### src/rtl/pftc_pkg.sv
// Shared types, constants and lookup tables for the perspective floor texel colour block.
// No dependencies; pftc_cfg, pftc_div, pftc_rot and the top module import this package.
package pftc_pkg;

    // Geometry and fixed-point constants
    localparam int FLOOR_FIRST_ROW = 14;
    localparam int SHADE_COUNT     = 34;
    localparam int RECIP_SHIFT     = 16;
    localparam int TRIG_FRAC       = 14;

    typedef logic signed [15:0] trig_t;
    typedef logic signed [7:0]  persp_coord_t;

    // Configuration register indexes
    typedef enum logic [1:0] {
        REG_FLOOR_ANGLE = 2'd0,
        REG_SCROLL_X    = 2'd1,
        REG_SCROLL_Z    = 2'd2
    } cfg_index_t;

    // Settings the colour stages read
    typedef struct packed {
        trig_t       sin_val;
        trig_t       cos_val;
        logic [5:0]  scroll_x;
        logic [5:0]  scroll_z;
    } cfg_state_t;

    // Perspective position handed from the divide stages to the rotate stages
    typedef struct packed {
        logic          on_floor;
        persp_coord_t  sx;
        persp_coord_t  sy;
        logic [5:0]    row;
    } persp_t;

    // First quadrant of sine, Q2.14
    localparam logic [14:0] QUARTER_SINE [0:64] = '{
        15'd0,     15'd402,   15'd804,   15'd1205,  15'd1606,  15'd2006,  15'd2404,
        15'd2801,  15'd3196,  15'd3590,  15'd3981,  15'd4370,  15'd4756,  15'd5139,
        15'd5520,  15'd5897,  15'd6270,  15'd6639,  15'd7005,  15'd7366,  15'd7723,
        15'd8076,  15'd8423,  15'd8765,  15'd9102,  15'd9434,  15'd9760,  15'd10080,
        15'd10394, 15'd10702, 15'd11003, 15'd11297, 15'd11585, 15'd11866, 15'd12140,
        15'd12406, 15'd12665, 15'd12916, 15'd13160, 15'd13395, 15'd13623, 15'd13842,
        15'd14053, 15'd14256, 15'd14449, 15'd14635, 15'd14811, 15'd14978, 15'd15137,
        15'd15286, 15'd15426, 15'd15557, 15'd15679, 15'd15791, 15'd15893, 15'd15986,
        15'd16069, 15'd16143, 15'd16207, 15'd16261, 15'd16305, 15'd16340, 15'd16364,
        15'd16379, 15'd16384
    };

    // floor(65536 / row); rows above the floor never use their entry
    localparam logic [12:0] ROW_RECIP [0:63] = '{
        13'd0,    13'd0,    13'd0,    13'd0,    13'd0,    13'd0,    13'd0,    13'd0,
        13'd0,    13'd0,    13'd0,    13'd0,    13'd0,    13'd0,    13'd4681, 13'd4369,
        13'd4096, 13'd3855, 13'd3640, 13'd3449, 13'd3276, 13'd3120, 13'd2978, 13'd2849,
        13'd2730, 13'd2621, 13'd2520, 13'd2427, 13'd2340, 13'd2259, 13'd2184, 13'd2114,
        13'd2048, 13'd1985, 13'd1927, 13'd1872, 13'd1820, 13'd1771, 13'd1724, 13'd1680,
        13'd1638, 13'd1598, 13'd1560, 13'd1524, 13'd1489, 13'd1456, 13'd1424, 13'd1394,
        13'd1365, 13'd1337, 13'd1310, 13'd1285, 13'd1260, 13'd1236, 13'd1213, 13'd1191,
        13'd1170, 13'd1149, 13'd1129, 13'd1110, 13'd1092, 13'd1074, 13'd1057, 13'd1040
    };

    // Shade per floor row, counted from the first floor row
    localparam logic [2:0] ROW_SHADE [0:SHADE_COUNT-1] = '{
        3'd0, 3'd0, 3'd0, 3'd0, 3'd1, 3'd1, 3'd1, 3'd1, 3'd2, 3'd2, 3'd2, 3'd2,
        3'd3, 3'd3, 3'd3, 3'd3, 3'd4, 3'd4, 3'd4, 3'd4, 3'd5, 3'd5, 3'd5, 3'd5,
        3'd5, 3'd5, 3'd6, 3'd6, 3'd6, 3'd6, 3'd6, 3'd6, 3'd6, 3'd6
    };

    // Colour per tile (dark, light) and shade
    localparam logic [3:0] TILE_PALETTE [0:1][0:7] = '{
        '{4'd0, 4'd0, 4'd2, 4'd2, 4'd2, 4'd6, 4'd6, 4'd6},
        '{4'd2, 4'd2, 4'd6, 4'd6, 4'd7, 4'd7, 4'd15, 4'd15}
    };

    // Sine of a 256-step angle, Q2.14, folded from the quarter table
    function automatic trig_t sine_q14(input logic [7:0] angle);
        logic [6:0]  idx;
        logic [14:0] mag;
        idx = angle[6] ? 7'(7'd64 - {1'b0, angle[5:0]}) : {1'b0, angle[5:0]};
        mag = QUARTER_SINE[idx];
        return angle[7] ? trig_t'(-$signed({1'b0, mag})) : trig_t'({1'b0, mag});
    endfunction

endpackage

### src/rtl/pftc_pix_if.sv
// Pixel request channel: valid/ready handshake carrying a screen column and row.
// No dependencies.
interface pftc_pix_if;
    logic       valid;
    logic       ready;
    logic [4:0] column;
    logic [5:0] row;

    modport source (output valid, output column, output row, input ready);
    modport sink   (input valid, input column, input row, output ready);
endinterface

### src/rtl/pftc_tex_if.sv
// Texel result channel: valid/ready handshake carrying colour, floor coordinates and tile.
// No dependencies.
interface pftc_tex_if;
    logic       valid;
    logic       ready;
    logic [3:0] pixel_color;
    logic [5:0] texel_x;
    logic [5:0] texel_z;
    logic       near_tile;

    modport source (output valid, output pixel_color, output texel_x, output texel_z,
                    output near_tile, input ready);
    modport sink   (input valid, input pixel_color, input texel_x, input texel_z,
                    input near_tile, output ready);
endinterface

### src/rtl/pftc_cfg.sv
// Configuration registers: rotation kept as sine/cosine pair, plus the two scroll offsets.
// Depends on pftc_pkg.
module pftc_cfg (
    input  logic                 clk,
    input  logic                 rst_n,
    input  logic                 cfg_we,
    input  logic [1:0]           cfg_index,
    input  logic [7:0]           cfg_wdata,
    output pftc_pkg::cfg_state_t cfg_state
);
    import pftc_pkg::*;

    trig_t      sin_reg;
    trig_t      cos_reg;
    logic [5:0] scroll_x_reg;
    logic [5:0] scroll_z_reg;

    // Angle writes go straight to the sine/cosine pair
    always_ff @(posedge clk or negedge rst_n)
    begin
        if (!rst_n)
        begin
            sin_reg      <= sine_q14(8'd0);
            cos_reg      <= sine_q14(8'd64);
            scroll_x_reg <= 6'd8;
            scroll_z_reg <= 6'd8;
        end
        else if (cfg_we)
        begin
            case (cfg_index_t'(cfg_index))
                REG_FLOOR_ANGLE:
                begin
                    sin_reg <= sine_q14(cfg_wdata);
                    cos_reg <= sine_q14(8'(cfg_wdata + 8'd64));
                end
                REG_SCROLL_X: scroll_x_reg <= cfg_wdata[5:0];
                REG_SCROLL_Z: scroll_z_reg <= cfg_wdata[5:0];
                default: ;
            endcase
        end
    end

    assign cfg_state.sin_val  = sin_reg;
    assign cfg_state.cos_val  = cos_reg;
    assign cfg_state.scroll_x = scroll_x_reg;
    assign cfg_state.scroll_z = scroll_z_reg;

endmodule

### src/rtl/pftc_div.sv
// Perspective divide: three pipeline stages giving floor((num)/row) for both screen axes.
// Reciprocal multiply, then one remainder correction. Depends on pftc_pkg and pftc_pix_if.
module pftc_div #(
    parameter int COLUMNS = 32,
    parameter int ROWS    = 48
) (
    input  logic             clk,
    input  logic             rst_n,
    pftc_pix_if.sink         pix,
    output logic             persp_valid,
    input  logic             persp_ready,
    output pftc_pkg::persp_t persp
);
    import pftc_pkg::*;

    localparam logic signed [12:0] NUM_X_BASE = 13'(25 * COLUMNS - 25);

    // Stage A: numerators split into sign and magnitude, reciprocal looked up
    logic        a_valid_reg;
    logic        a_floor_reg;
    logic [10:0] a_mag_x_reg;
    logic [10:0] a_mag_y_reg;
    logic        a_neg_x_reg;
    logic        a_neg_y_reg;
    logic [12:0] a_recip_reg;
    logic [5:0]  a_row_reg;

    // Stage B: quotient estimates
    logic        b_valid_reg;
    logic        b_floor_reg;
    logic [10:0] b_mag_x_reg;
    logic [10:0] b_mag_y_reg;
    logic        b_neg_x_reg;
    logic        b_neg_y_reg;
    logic [6:0]  b_q_x_reg;
    logic [6:0]  b_q_y_reg;
    logic [5:0]  b_row_reg;

    // Stage C: floored signed quotients
    logic        c_valid_reg;
    persp_t      c_persp_reg;

    logic        ready_a;
    logic        ready_b;
    logic        ready_c;

    logic signed [12:0] num_x_next;
    logic signed [12:0] num_y_next;
    logic               floor_next;
    logic [23:0]        prod_x_next;
    logic [23:0]        prod_y_next;
    persp_coord_t       sx_next;
    persp_coord_t       sy_next;

    // Per-stage ready: a stage moves on when empty or when its successor moves
    assign ready_c   = !c_valid_reg || persp_ready;
    assign ready_b   = !b_valid_reg || ready_c;
    assign ready_a   = !a_valid_reg || ready_b;
    assign pix.ready = ready_a;

    // Numerators and the floor/on-screen test
    always_comb
    begin
        num_x_next = NUM_X_BASE - $signed({2'b00, 11'(pix.column) * 11'd50});
        num_y_next = 13'sd1600 - $signed({1'b0, 12'(pix.row) * 12'd50});
        floor_next = (pix.row >= 6'(FLOOR_FIRST_ROW)) && ({1'b0, pix.row} < 7'(ROWS))
                     && ({2'b00, pix.column} < 7'(COLUMNS));
    end

    always_ff @(posedge clk or negedge rst_n)
    begin
        if (!rst_n)
            a_valid_reg <= 1'b0;
        else if (ready_a)
            a_valid_reg <= pix.valid;
    end

    always_ff @(posedge clk)
    begin
        if (pix.valid && ready_a)
        begin
            a_floor_reg <= floor_next;
            a_neg_x_reg <= num_x_next[12];
            a_neg_y_reg <= num_y_next[12];
            a_mag_x_reg <= 11'(num_x_next[12] ? -num_x_next : num_x_next);
            a_mag_y_reg <= 11'(num_y_next[12] ? -num_y_next : num_y_next);
            a_recip_reg <= ROW_RECIP[pix.row];
            a_row_reg   <= pix.row;
        end
    end

    // Quotient estimate: at most one below the true quotient
    assign prod_x_next = 24'(a_mag_x_reg) * 24'(a_recip_reg);
    assign prod_y_next = 24'(a_mag_y_reg) * 24'(a_recip_reg);

    always_ff @(posedge clk or negedge rst_n)
    begin
        if (!rst_n)
            b_valid_reg <= 1'b0;
        else if (ready_b)
            b_valid_reg <= a_valid_reg;
    end

    always_ff @(posedge clk)
    begin
        if (a_valid_reg && ready_b)
        begin
            b_floor_reg <= a_floor_reg;
            b_mag_x_reg <= a_mag_x_reg;
            b_mag_y_reg <= a_mag_y_reg;
            b_neg_x_reg <= a_neg_x_reg;
            b_neg_y_reg <= a_neg_y_reg;
            b_q_x_reg   <= prod_x_next[RECIP_SHIFT+6:RECIP_SHIFT];
            b_q_y_reg   <= prod_y_next[RECIP_SHIFT+6:RECIP_SHIFT];
            b_row_reg   <= a_row_reg;
        end
    end

    // Remainder correction, then floor toward minus infinity for negative numerators
    function automatic persp_coord_t fix_quot(input logic [10:0] mag, input logic [6:0] q,
                                              input logic neg, input logic [5:0] d);
        logic [12:0] rem;
        logic        ge;
        logic        nz;
        logic [7:0]  q1;
        rem = 13'(mag) - 13'(13'(q) * 13'(d));
        ge  = rem[6:0] >= {1'b0, d};
        nz  = ge ? (rem[6:0] != {1'b0, d}) : (rem[6:0] != 7'd0);
        q1  = 8'(q) + 8'(ge);
        return neg ? persp_coord_t'(-$signed(8'(q1 + 8'(nz)))) : persp_coord_t'(q1);
    endfunction

    assign sx_next = fix_quot(b_mag_x_reg, b_q_x_reg, b_neg_x_reg, b_row_reg);
    assign sy_next = fix_quot(b_mag_y_reg, b_q_y_reg, b_neg_y_reg, b_row_reg);

    always_ff @(posedge clk or negedge rst_n)
    begin
        if (!rst_n)
            c_valid_reg <= 1'b0;
        else if (ready_c)
            c_valid_reg <= b_valid_reg;
    end

    always_ff @(posedge clk)
    begin
        if (b_valid_reg && ready_c)
        begin
            c_persp_reg.on_floor <= b_floor_reg;
            c_persp_reg.sx       <= sx_next;
            c_persp_reg.sy       <= sy_next;
            c_persp_reg.row      <= b_row_reg;
        end
    end

    assign persp_valid = c_valid_reg;
    assign persp       = c_persp_reg;

endmodule

### src/rtl/pftc_rot.sv
// Rotate and colour: two pipeline stages, the four trig products and then scroll, tile, palette.
// Depends on pftc_pkg and pftc_tex_if.
module pftc_rot (
    input  logic                 clk,
    input  logic                 rst_n,
    input  logic                 persp_valid,
    output logic                 persp_ready,
    input  pftc_pkg::persp_t     persp,
    input  pftc_pkg::cfg_state_t cfg_state,
    pftc_tex_if.source           tex
);
    import pftc_pkg::*;

    // Stage D: low six bits of each floored product, and the row shade
    logic        d_valid_reg;
    logic        d_floor_reg;
    logic [5:0]  d_xc_reg;
    logic [5:0]  d_ys_reg;
    logic [5:0]  d_xs_reg;
    logic [5:0]  d_yc_reg;
    logic [2:0]  d_shade_reg;

    // Stage E: output register
    logic        e_valid_reg;
    logic [3:0]  e_color_reg;
    logic [5:0]  e_tex_x_reg;
    logic [5:0]  e_tex_z_reg;
    logic        e_tile_reg;

    logic        ready_d;
    logic        ready_e;

    logic signed [23:0] xc_next;
    logic signed [23:0] ys_next;
    logic signed [23:0] xs_next;
    logic signed [23:0] yc_next;
    logic [5:0]         shade_idx_next;
    logic [5:0]         tex_x_next;
    logic [5:0]         tex_z_next;
    logic               tile_next;

    assign ready_e     = !e_valid_reg || tex.ready;
    assign ready_d     = !d_valid_reg || ready_e;
    assign persp_ready = ready_d;

    // Products; an arithmetic shift by 14 is the floor, so keep bits 19..14
    always_comb
    begin
        xc_next = 24'(persp.sx) * 24'(cfg_state.cos_val);
        ys_next = 24'(persp.sy) * 24'(cfg_state.sin_val);
        xs_next = 24'(persp.sx) * 24'(cfg_state.sin_val);
        yc_next = 24'(persp.sy) * 24'(cfg_state.cos_val);
        shade_idx_next = 6'(persp.row - 6'(FLOOR_FIRST_ROW));
        if (shade_idx_next >= 6'(SHADE_COUNT))
            shade_idx_next = 6'(SHADE_COUNT - 1);
    end

    always_ff @(posedge clk or negedge rst_n)
    begin
        if (!rst_n)
            d_valid_reg <= 1'b0;
        else if (ready_d)
            d_valid_reg <= persp_valid;
    end

    always_ff @(posedge clk)
    begin
        if (persp_valid && ready_d)
        begin
            d_floor_reg <= persp.on_floor;
            d_xc_reg    <= xc_next[TRIG_FRAC+5:TRIG_FRAC];
            d_ys_reg    <= ys_next[TRIG_FRAC+5:TRIG_FRAC];
            d_xs_reg    <= xs_next[TRIG_FRAC+5:TRIG_FRAC];
            d_yc_reg    <= yc_next[TRIG_FRAC+5:TRIG_FRAC];
            d_shade_reg <= ROW_SHADE[shade_idx_next];
        end
    end

    // Sum modulo 64, scroll, mask to even coordinates, pick the tile
    always_comb
    begin
        tex_x_next = 6'(d_xc_reg - d_ys_reg + cfg_state.scroll_x) & 6'd62;
        tex_z_next = 6'(d_xs_reg + d_yc_reg + cfg_state.scroll_z) & 6'd62;
        tile_next  = tex_x_next[4] ^ tex_z_next[4];
    end

    always_ff @(posedge clk or negedge rst_n)
    begin
        if (!rst_n)
            e_valid_reg <= 1'b0;
        else if (ready_e)
            e_valid_reg <= d_valid_reg;
    end

    // Pixels above the floor or off screen give all-zero fields
    always_ff @(posedge clk)
    begin
        if (d_valid_reg && ready_e)
        begin
            if (d_floor_reg)
            begin
                e_color_reg <= TILE_PALETTE[tile_next][d_shade_reg];
                e_tex_x_reg <= tex_x_next;
                e_tex_z_reg <= tex_z_next;
                e_tile_reg  <= tile_next;
            end
            else
            begin
                e_color_reg <= 4'd0;
                e_tex_x_reg <= 6'd0;
                e_tex_z_reg <= 6'd0;
                e_tile_reg  <= 1'b0;
            end
        end
    end

    assign tex.valid       = e_valid_reg;
    assign tex.pixel_color = e_color_reg;
    assign tex.texel_x     = e_tex_x_reg;
    assign tex.texel_z     = e_tex_z_reg;
    assign tex.near_tile   = e_tile_reg;

endmodule

### src/rtl/perspective_floor_texel_color_top.sv
// Perspective floor texel colour: five-stage pipeline, divide (3 stages) then rotate/colour (2).
// Path: the pixel transaction loads stage A; the pixel then passes through stages B, C, D and
// the output register E, which offers the texel transaction.
// Throughput: one pixel per cycle; each stage holds under back-pressure and fills bubbles.
// Reset clears all stage valid bits; angle resets to 0 and both scroll offsets to 8.
// Depends on pftc_pkg, pftc_pix_if, pftc_tex_if, pftc_cfg, pftc_div and pftc_rot.
module perspective_floor_texel_color_top #(
    parameter int COLUMNS = 32,
    parameter int ROWS    = 48
) (
    input  logic        clk,
    input  logic        rst_n,
    input  logic        cfg_we,
    input  logic [1:0]  cfg_index,
    input  logic [7:0]  cfg_wdata,
    pftc_pix_if.sink    pix,
    pftc_tex_if.source  tex
);
    import pftc_pkg::*;

    cfg_state_t cfg_state;
    persp_t     persp;
    logic       persp_valid;
    logic       persp_ready;

    // Configuration registers
    pftc_cfg u_cfg (
        .clk       (clk),
        .rst_n     (rst_n),
        .cfg_we    (cfg_we),
        .cfg_index (cfg_index),
        .cfg_wdata (cfg_wdata),
        .cfg_state (cfg_state)
    );

    // Perspective divide
    pftc_div #(
        .COLUMNS (COLUMNS),
        .ROWS    (ROWS)
    ) u_div (
        .clk         (clk),
        .rst_n       (rst_n),
        .pix         (pix),
        .persp_valid (persp_valid),
        .persp_ready (persp_ready),
        .persp       (persp)
    );

    // Rotation, scroll and palette
    pftc_rot u_rot (
        .clk         (clk),
        .rst_n       (rst_n),
        .persp_valid (persp_valid),
        .persp_ready (persp_ready),
        .persp       (persp),
        .cfg_state   (cfg_state),
        .tex         (tex)
    );

    // The pipeline only refuses a pixel when the output register is full
    a_stall_needs_full_output: assert property (@(posedge clk) disable iff (!rst_n)
        !pix.ready |-> tex.valid)
        else $error("input stalled while output register empty");

    // Coordinates are masked to even values
    a_texel_even: assert property (@(posedge clk) disable iff (!rst_n)
        tex.valid |-> (tex.texel_x[0] == 1'b0) && (tex.texel_z[0] == 1'b0))
        else $error("odd texel coordinate");

    // Tile follows bit 4 of both coordinates
    a_tile_consistent: assert property (@(posedge clk) disable iff (!rst_n)
        tex.valid |-> (tex.near_tile == (tex.texel_x[4] ^ tex.texel_z[4])))
        else $error("tile select disagrees with coordinates");

    // Divide stage output stalls only while the output register is full
    a_persp_handoff: assert property (@(posedge clk) disable iff (!rst_n)
        (persp_valid && !persp_ready) |-> tex.valid)
        else $error("divide output stalled with empty output register");

endmodule
### src/flat_wrapper.sv
// flat-port wrapper written by rule: the top's interface ports become plain ports
module perspective_floor_texel_color_top_flat import pftc_pkg::*;
#(
    parameter int COLUMNS = 32,
    parameter int ROWS    = 48
)
  (clk, rst_n, cfg_we, cfg_index, cfg_wdata, pix_valid, pix_column, pix_row, pix_ready, tex_valid, tex_pixel_color, tex_texel_x, tex_texel_z, tex_near_tile, tex_ready);
  pftc_pix_if pix_i ();
  pftc_tex_if tex_i ();
  input  logic clk;
  input  logic rst_n;
  input  logic cfg_we;
  input  logic [1:0] cfg_index;
  input  logic [7:0] cfg_wdata;
  input wire logic [$bits(pix_i.valid)-1:0] pix_valid;
  input wire logic [$bits(pix_i.column)-1:0] pix_column;
  input wire logic [$bits(pix_i.row)-1:0] pix_row;
  output wire logic [$bits(pix_i.ready)-1:0] pix_ready;
  output wire logic [$bits(tex_i.valid)-1:0] tex_valid;
  output wire logic [$bits(tex_i.pixel_color)-1:0] tex_pixel_color;
  output wire logic [$bits(tex_i.texel_x)-1:0] tex_texel_x;
  output wire logic [$bits(tex_i.texel_z)-1:0] tex_texel_z;
  output wire logic [$bits(tex_i.near_tile)-1:0] tex_near_tile;
  input wire logic [$bits(tex_i.ready)-1:0] tex_ready;
  assign pix_i.valid = pix_valid;
  assign pix_i.column = pix_column;
  assign pix_i.row = pix_row;
  assign pix_ready = pix_i.ready;
  assign tex_valid = tex_i.valid;
  assign tex_pixel_color = tex_i.pixel_color;
  assign tex_texel_x = tex_i.texel_x;
  assign tex_texel_z = tex_i.texel_z;
  assign tex_near_tile = tex_i.near_tile;
  assign tex_i.ready = tex_ready;
  perspective_floor_texel_color_top #(.COLUMNS(COLUMNS), .ROWS(ROWS)) u_core (.clk(clk), .rst_n(rst_n), .cfg_we(cfg_we), .cfg_index(cfg_index), .cfg_wdata(cfg_wdata), .pix(pix_i), .tex(tex_i));
endmodule
### config.mk
export PLATFORM = sky130hd
export DESIGN_NAME = perspective_floor_texel_color_top_flat
export DESIGN_NICKNAME = d
export VERILOG_FILES = /design/src/rtl/pftc_pkg.sv /design/src/rtl/pftc_pix_if.sv /design/src/rtl/pftc_tex_if.sv /design/src/rtl/pftc_cfg.sv /design/src/rtl/pftc_div.sv /design/src/rtl/pftc_rot.sv /design/src/rtl/perspective_floor_texel_color_top.sv /design/src/flat_wrapper.sv
export SDC_FILE = /design/constraint.sdc
export NUM_CORES = 2
export LEC_CHECK = 0
export ABC_CLOCK_PERIOD_IN_PS = 7500
export BUFFER_PORTS_ARGS = -buffer_cell sky130_fd_sc_hd__buf_2
export CORE_AREA = 3 3 296 298
export CTS_CLUSTER_SIZE = 28
export DETAILED_ROUTE_END_ITERATION = 6
export DIE_AREA = 0 0 299 301
export HOLD_SLACK_MARGIN = 0.15
export PLACE_DENSITY = 0.6
export SETUP_SLACK_MARGIN = 0.15
export SLEW_MARGIN = 20
export SYNTH_ARGS = -nofsm -noshare
export SYNTH_HDL_FRONTEND = slang
export SYNTH_SLANG_ARGS = --single-unit
### constraint.sdc
create_clock -name clk -period 7.5 [get_ports clk]
set_input_delay 2.25 -clock clk [delete_from_list [all_inputs] [get_ports clk]]
set_output_delay 2.25 -clock clk [all_outputs]
set_load 0.005 [all_outputs]
Word level (Yosys, flattened, before mapping)
Memory sizes are Yosys's and may differ from the RTL's. A register that Yosys moved wholly into a read port is not among the register bits.
Cells that the tools add are included.
Widths: inputs -> output; s select.
{ "word_totals": {"inputBits": 26, "word_cells": 137, "ram_bits": 0, "output_inout_bits": 19, "ff_bits": 182, "n_memories": 4, "romBits": 4864, "latch_bits": 0} }
{ "memory_table": {"columns": ["name", "depth", "width", "read_ports", "rd_clocked_by_memory_dff", "write_ports", "line_no", "rtl"], "rows": [
  ["(no name shown)", 128, 15, 1, 0, 0, "pftc_pkg.sv:81", "mag = QUARTER_SINE[idx];"],
  ["(no name shown)", 128, 15, 1, 0, 0, "pftc_pkg.sv:81", null],
  ["(no name shown)", 64, 13, 1, 1, 0, "pftc_div.sv:87", "a_recip_reg <= ROW_RECIP[pix.row];"],
  ["(no name shown)", 64, 3, 1, 1, 0, "pftc_rot.sv:75", "d_shade_reg <= ROW_SHADE[shade_idx_next];"]
]} }
{ "classes": {"n_shift": 0, "n_div": 0, "bitwise": 7, "mux": 21, "addsub": 22, "n_reduce_logical": 22, "multipliers": 10, "eq_ne": 4, "order_cmp": 9} }
{ "ops": {"columns": ["operator", "n"], "rows": [
  ["$mul 8x16->20", 4],
  ["$mux 32", 2],
  ["$mux 15", 4],
  ["$mul 11x13->23", 2],
  ["$mux 16", 2],
  ["$neg 15->16", 2],
  ["$mux 30", 1],
  ["$mux 11", 2],
  ["$neg 11->11", 2],
  ["$add 6x6->6", 3],
  ["$add 7x1->8", 2],
  ["$add 8x1->8", 2],
  ["$ge 8x8->1 const B", 2],
  ["$mux 8", 2],
  ["$neg 8->8", 2],
  ["$not 7->8", 2],
  ["$ge 7x6->1", 2],
  ["$mul 7x6->7", 2],
  ["$mux 7", 2],
  ["$ne 7x6->1", 2],
  ["$not 6->7", 2],
  ["$reduce_bool 7->1", 2],
  ["$sub 7x6->7 const A", 2],
  ["$sub 7x7->7", 2],
  ["other kinds (26)", 43]
]} }

Depth between registers and ports, before layout
{ "depth": {"ltp_word": 10, "depth_mapped": 33, "depth_no_buf": 32} }

By module
Synthesis repeated with hierarchy kept, for this count alone.
{ "unflattened": {"cells_unflattened": 4499, "hier_area_um2": 39814.4} }
{ "by_module_without_submodules": {"columns": ["module", "instances", "area_each_um2", "cells_per_inst"], "rows": [
  ["pftc_rot", 1, 16679.7, 1829],
  ["pftc_div", 1, 16204.3, 1731],
  ["pftc_cfg", 1, 6930.4, 939]
]} }

Least setup slack after synthesis
No wires, ideal clock.
{ "synth_timing": {"path_kind": "reg2reg", "start": "register u_core.u_div.b_mag_y_reg[1]", "end": "register u_core.u_div.c_persp_reg (netlist bit u_core.u_div.persp[13]), data pin", "setup_time_ns": 0.258, "setup_slack_ns": 1.112, "stages_incl_launch_ff": 30, "arrival_ns": 6.130, "n_path_buf": 1, "required_time_ns": 7.242, "cell_sequence": "edfxtp_1 clkbuf_1 nand2_1 fa_1 fa_1 fa_1 inv_1 fa_1 inv_1 ha_1 xnor2_1 ha_1 a2111o_1 or4_1 a311oi_1 a31oi_1 nor2_1 ha_1 ha_1 inv_1 ha_1 nor2b_1 o21ai_0 nand2b_1 nand2_1 o21ai_0 a21oi_1 xnor2_1 nand2_1 xnor2_1"} }
{ "synth_between": {"elab_chain_len": 6, "word_cells_on_any_way": 9} }
{ "synth_lines": {"columns": ["item", "line_no", "rtl"], "rows": [
  ["from (decl)", "pftc_div.sv:32", "logic [10:0] b_mag_y_reg;"],
  ["from (signal assigned)", "pftc_div.sv:110", "b_mag_y_reg <= a_mag_y_reg;"],
  ["$sub 7x7->7 *", "pftc_div.sv:126", "rem = 13'(mag) - 13'(13'(q) * 13'(d));"],
  ["$ge 7x6->1 (tied with other cells)", "pftc_div.sv:127", "ge = rem[6:0] >= {1'b0, d};"],
  ["$add 7x1->8 or $mux 1 (tied branches)", "pftc_div.sv:129, pftc_div.sv:128", null],
  ["$add 8x1->8", "pftc_div.sv:130", "return neg ? persp_coord_t'(-$signed(8'(q1 + 8'(nz)))) : persp_coord_t'(q1);"],
  ["$neg 8->8", "pftc_div.sv:130", null],
  ["$mux 8 *", "pftc_div.sv:130", null],
  ["net u_core.u_div.sy_next[7]", "pftc_div.sv:53", "persp_coord_t sy_next;"],
  ["to (decl)", "pftc_div.sv:41", "persp_t c_persp_reg;"]
]} }
Mark *: on every way through the listed nets, which the timed path passes. The rest lies on a longest branch.
A chain may end at the register's enable or synchronous reset.

Final worst setup path
{ "layout_timing": {"start": "register u_core.u_div.b_row_reg[1]", "end": "register u_core.u_div.c_persp_reg (netlist bit u_core.u_div.persp[21]), data pin"} }
{ "layout_between": {"elab_chain_len": 7, "word_cells_on_any_way": 10} }
{ "layout_lines": {"columns": ["item", "line_no", "rtl"], "rows": [
  ["from (decl)", "pftc_div.sv:37", "logic [5:0] b_row_reg;"],
  ["from (signal assigned)", "pftc_div.sv:115", "b_row_reg <= a_row_reg;"],
  ["$mul 7x6->7", "pftc_div.sv:126", null],
  ["$sub 7x7->7", "pftc_div.sv:126", null],
  ["$ge 7x6->1 (tied with other cells)", "pftc_div.sv:127", null],
  ["$add 7x1->8 or $mux 1 (tied branches)", "pftc_div.sv:129, pftc_div.sv:128", null],
  ["$add 8x1->8", "pftc_div.sv:130", null],
  ["$neg 8->8", "pftc_div.sv:130", null],
  ["$mux 8 *", "pftc_div.sv:130", null],
  ["net u_core.u_div.sx_next[7]", "pftc_div.sv:52", "persp_coord_t sx_next;"]
]} }
Marks and branches as above.

==> impl_metrics.ini <==
[drt]
wl_per_cell_um = 18.1
drt_wl_total_um = 97100
drt.antenna.violating_nets = 0
drc_errors = 2
num_vias = 28622
first_pass_iters = 7
drt_iter0_markers = 2015
via_per_inst = 5.34

[placement]
port_buffers = 42
gp_congestion = 0.917
dp_hpwl_um = 73400

[layout]
largest_reg_flops = 22
postLayoutCoreUtil_pct = 47.0
drive_gt1_share_pct = 4.61
syn2layout_area_growth_pct = 4.69
num-nets-final = 5173

[die]
die_y_um = 301
initial_utilization_pct = 44.9
core_sq_um = 85100
die_w_um = 299
dieArea_sq_um = 90000
rows = 107
pin_count = 45

[clock_tree]
ctsHoldBuffers = 0
clock_sinks = 189
cts-root-buf = clkbuf_16
clock_latency_ps = 490
cts_buffers = 17
cts_resized = 0
clk_pin_slew_ps = 80
clockBufferDepth = 2
htreeDepth = 4
cts_setup_buffers = 0
tritoncts = built

[timing]
slew_viol_final = 0
max_slew.worst_pin.slew_ps = 1060
fmax_mhz = 148
period_needed_ps = 6750
finalHoldViolations = 0
rsz0062_at_grt = no
post-route-period-util_pct = 90.0
maxSlewHeadroom_pct = 29.3
setup_viol_count_final = 0
finalClockSkew_ps = 16.4
fin_tns_setup_ps = 0
whs_ps = 428

[logic_synthesis]
synthXorXnorAreaFrac_pct = 5.59
synth_cells = 4296
yosys.area_share.simple_pct = 18.1
synthAdderAreaFrac_pct = 42.0
synth_top_area_cell = fa_1
syn_area_per_cell_sq_um = 8.91
yosysUniqueCellTypes = 104
synth_mux_area_share_pct = 0.540
netlist_area_sq_um = 38300
synth_top_flop_cell = edfxtp_1
synth_edf_count = 140
yosysTopAreaCellShare_pct = 28.6
synth-seq-cells = 189
synth_area_leaders = fa_1, ha_1, edfxtp_1
synth-async-reset-ratio_pct = 25.9
synth_compound_area_share_pct = 9.75
ys_warn_count = 0
ys_seq_area_share_pct = 14.2
synth_top_family_by_area = adder cells

[run_status]
violations = design-rule violations
status = finished with violations

[worst_setup_path]
crit_path_max_fanout = 14
worstReg2RegStart = u_core.u_div.b_row_reg[1]$_DFFE_PP_
crit_type = reg2reg
cp-end-kind = flip-flop
cp-startpoint = u_core.u_div.b_row_reg[1]$_DFFE_PP_
worst_setup_path_start_kind = flip-flop
arrival_ps = 7000
crit_required_ps = 7750

[grt]
grtUsageTotal_pct = 22.3
grt_pass1_wl_um = 160000
antenna_found_initial = 12
grt_overflow = 0
grt_pass1_vias = 29353
grt_start_max_net_pins = 61

[worst_hold_path]
hold_start = u_core.u_div.persp[22]$_DFFE_PP_
hold_class = reg2reg

[job]
max-cap-violations = 0
per-stage QoR:
stage | std cells | worst slack, ps | instance area, sq um
after global routing | 5352 | 256 | 40000
after CTS | 5350 | 736 | 40000
final | 5355 | 749 | 40100
after floorplan | 4297 | 1110 | 38300
after detailed placement | 5318 | 729 | 39400
after global placement | 5318 | 815 | 39400
critical path, stage by stage (launching register included):
cell and delay [ps]:
edfxtp_1 610, and2_1 250, fa_1 450, ha_1 290
inv_1 50, fa_1 530, inv_1 50, fa_1 490
inv_1 40, ha_1 300, inv_1 60, o21bai_1 170
xor2_1 210, ha_1 280, a21oi_1 210, nand3b_1 140
ha_1 250, ha_1 230, xnor2_1 330, ha_1 320
nor2b_1 130, o21ai_0 140, nand2b_1 110, maj3_1 350
a21oi_1 170, xnor2_1 130, nand2_1 80, xnor2_1 140
cell usage after synthesis (15+ instances only):
library cell  number
dfrtp_1           46
ha_1             407
clkbuf_1         181
nand3_1           63
xnor2_1          173
nor3_1            37
buf_2             32
a21oi_1          133
fa_1             547
inv_1            723
and2_1           428
o211ai_1          15
nor2_1           131
o21a_1            30
edfxtp_1         140
nand2_1          476
a21o_1            27
xor2_1            71
a31oi_1           29
o21ai_0          150
o21ai_1           18
nand2b_1          73
and3_1            29
nor2b_1           31
placed cells by master, fill, tap and decap left out, types with 15 or more instances in the layout:
cell type	instances
o21ai_1	18
clkbuf_16	17
dfrtp_1	46
buf_2	42
and2_1	426
xor2_1	71
nor2b_1	30
nor2_1	131
fa_1	547
nand3_1	63
a21oi_1	133
o21ai_0	150
nand2_1	476
o211ai_1	15
nand2b_1	73
nor3_1	37
o21a_1	30
and3_1	29
inv_1	723
ha_1	407
buf_4	68
xnor2_1	172
a21o_1	27
edfxtp_1	140
a31oi_1	29
worst paths after layout:
path | endpoint | cells after the start | slack, ps
min | u_core.u_rot.d_floor_reg$_DFFE_PP_ | 0 | 430
max | u_core.u_div.persp[21]$_DFFE_PP_ | 27 | 750
max in group asynchronous | u_core.u_cfg.scroll_z_reg[0]$_DFFE_PN0P_ | 2 | 5040
min reg2reg | u_core.u_rot.d_floor_reg$_DFFE_PP_ | 0 | 430
min in group asynchronous | u_core.u_cfg.sin_reg[2]$_DFFE_PN0P_ | 2 | 1920
max reg2reg | u_core.u_div.persp[21]$_DFFE_PP_ | 27 | 750
cell type report:
| cell class | count | area [sq um] |
|---|---|---|
| Inverter | 731 | 2740 |
| Antenna cell | 5 | 12.5 |
| Clock buffer | 17 | 425 |
| Multi-Input combinational cell | 3144 | 29100 |
| Sequential cell | 189 | 5430 |
| Fill cell | 8364 | 45100 |
| Clock inverter | 15 | 173 |
| Tap cell | 1144 | 1430 |
| Timing Repair Buffer | 110 | 721 |
cell families (layout without fill, tap and decap cells):
logic type | Yosys count | count (layout)
and+or+nand+nor | 1354 | 1354
buffers and inverters | 964 | 873
adders and majority gates | 957 | 957
AOI/OAI and AO/OA | 568 | 568
xor gates and xnor gates | 244 | 244
DFF | 189 | 189
muxes | 19 | 19
other | 1 | 7
layer usage:
metal	share of wire [%]	vias up	wire (um)	track usage, %
li1	-	13436	-	-
met1	46	14185	44900	31.9
met2	44	866	43100	34.8
met3	7.2	135	6950	4.51
met4	2.2	0	2130	5.52
met5	0	-	0	0
Power is left out: the tool's default activity adds up to more than one toggle a clock period on the data nets, which glitch-free logic cannot reach.
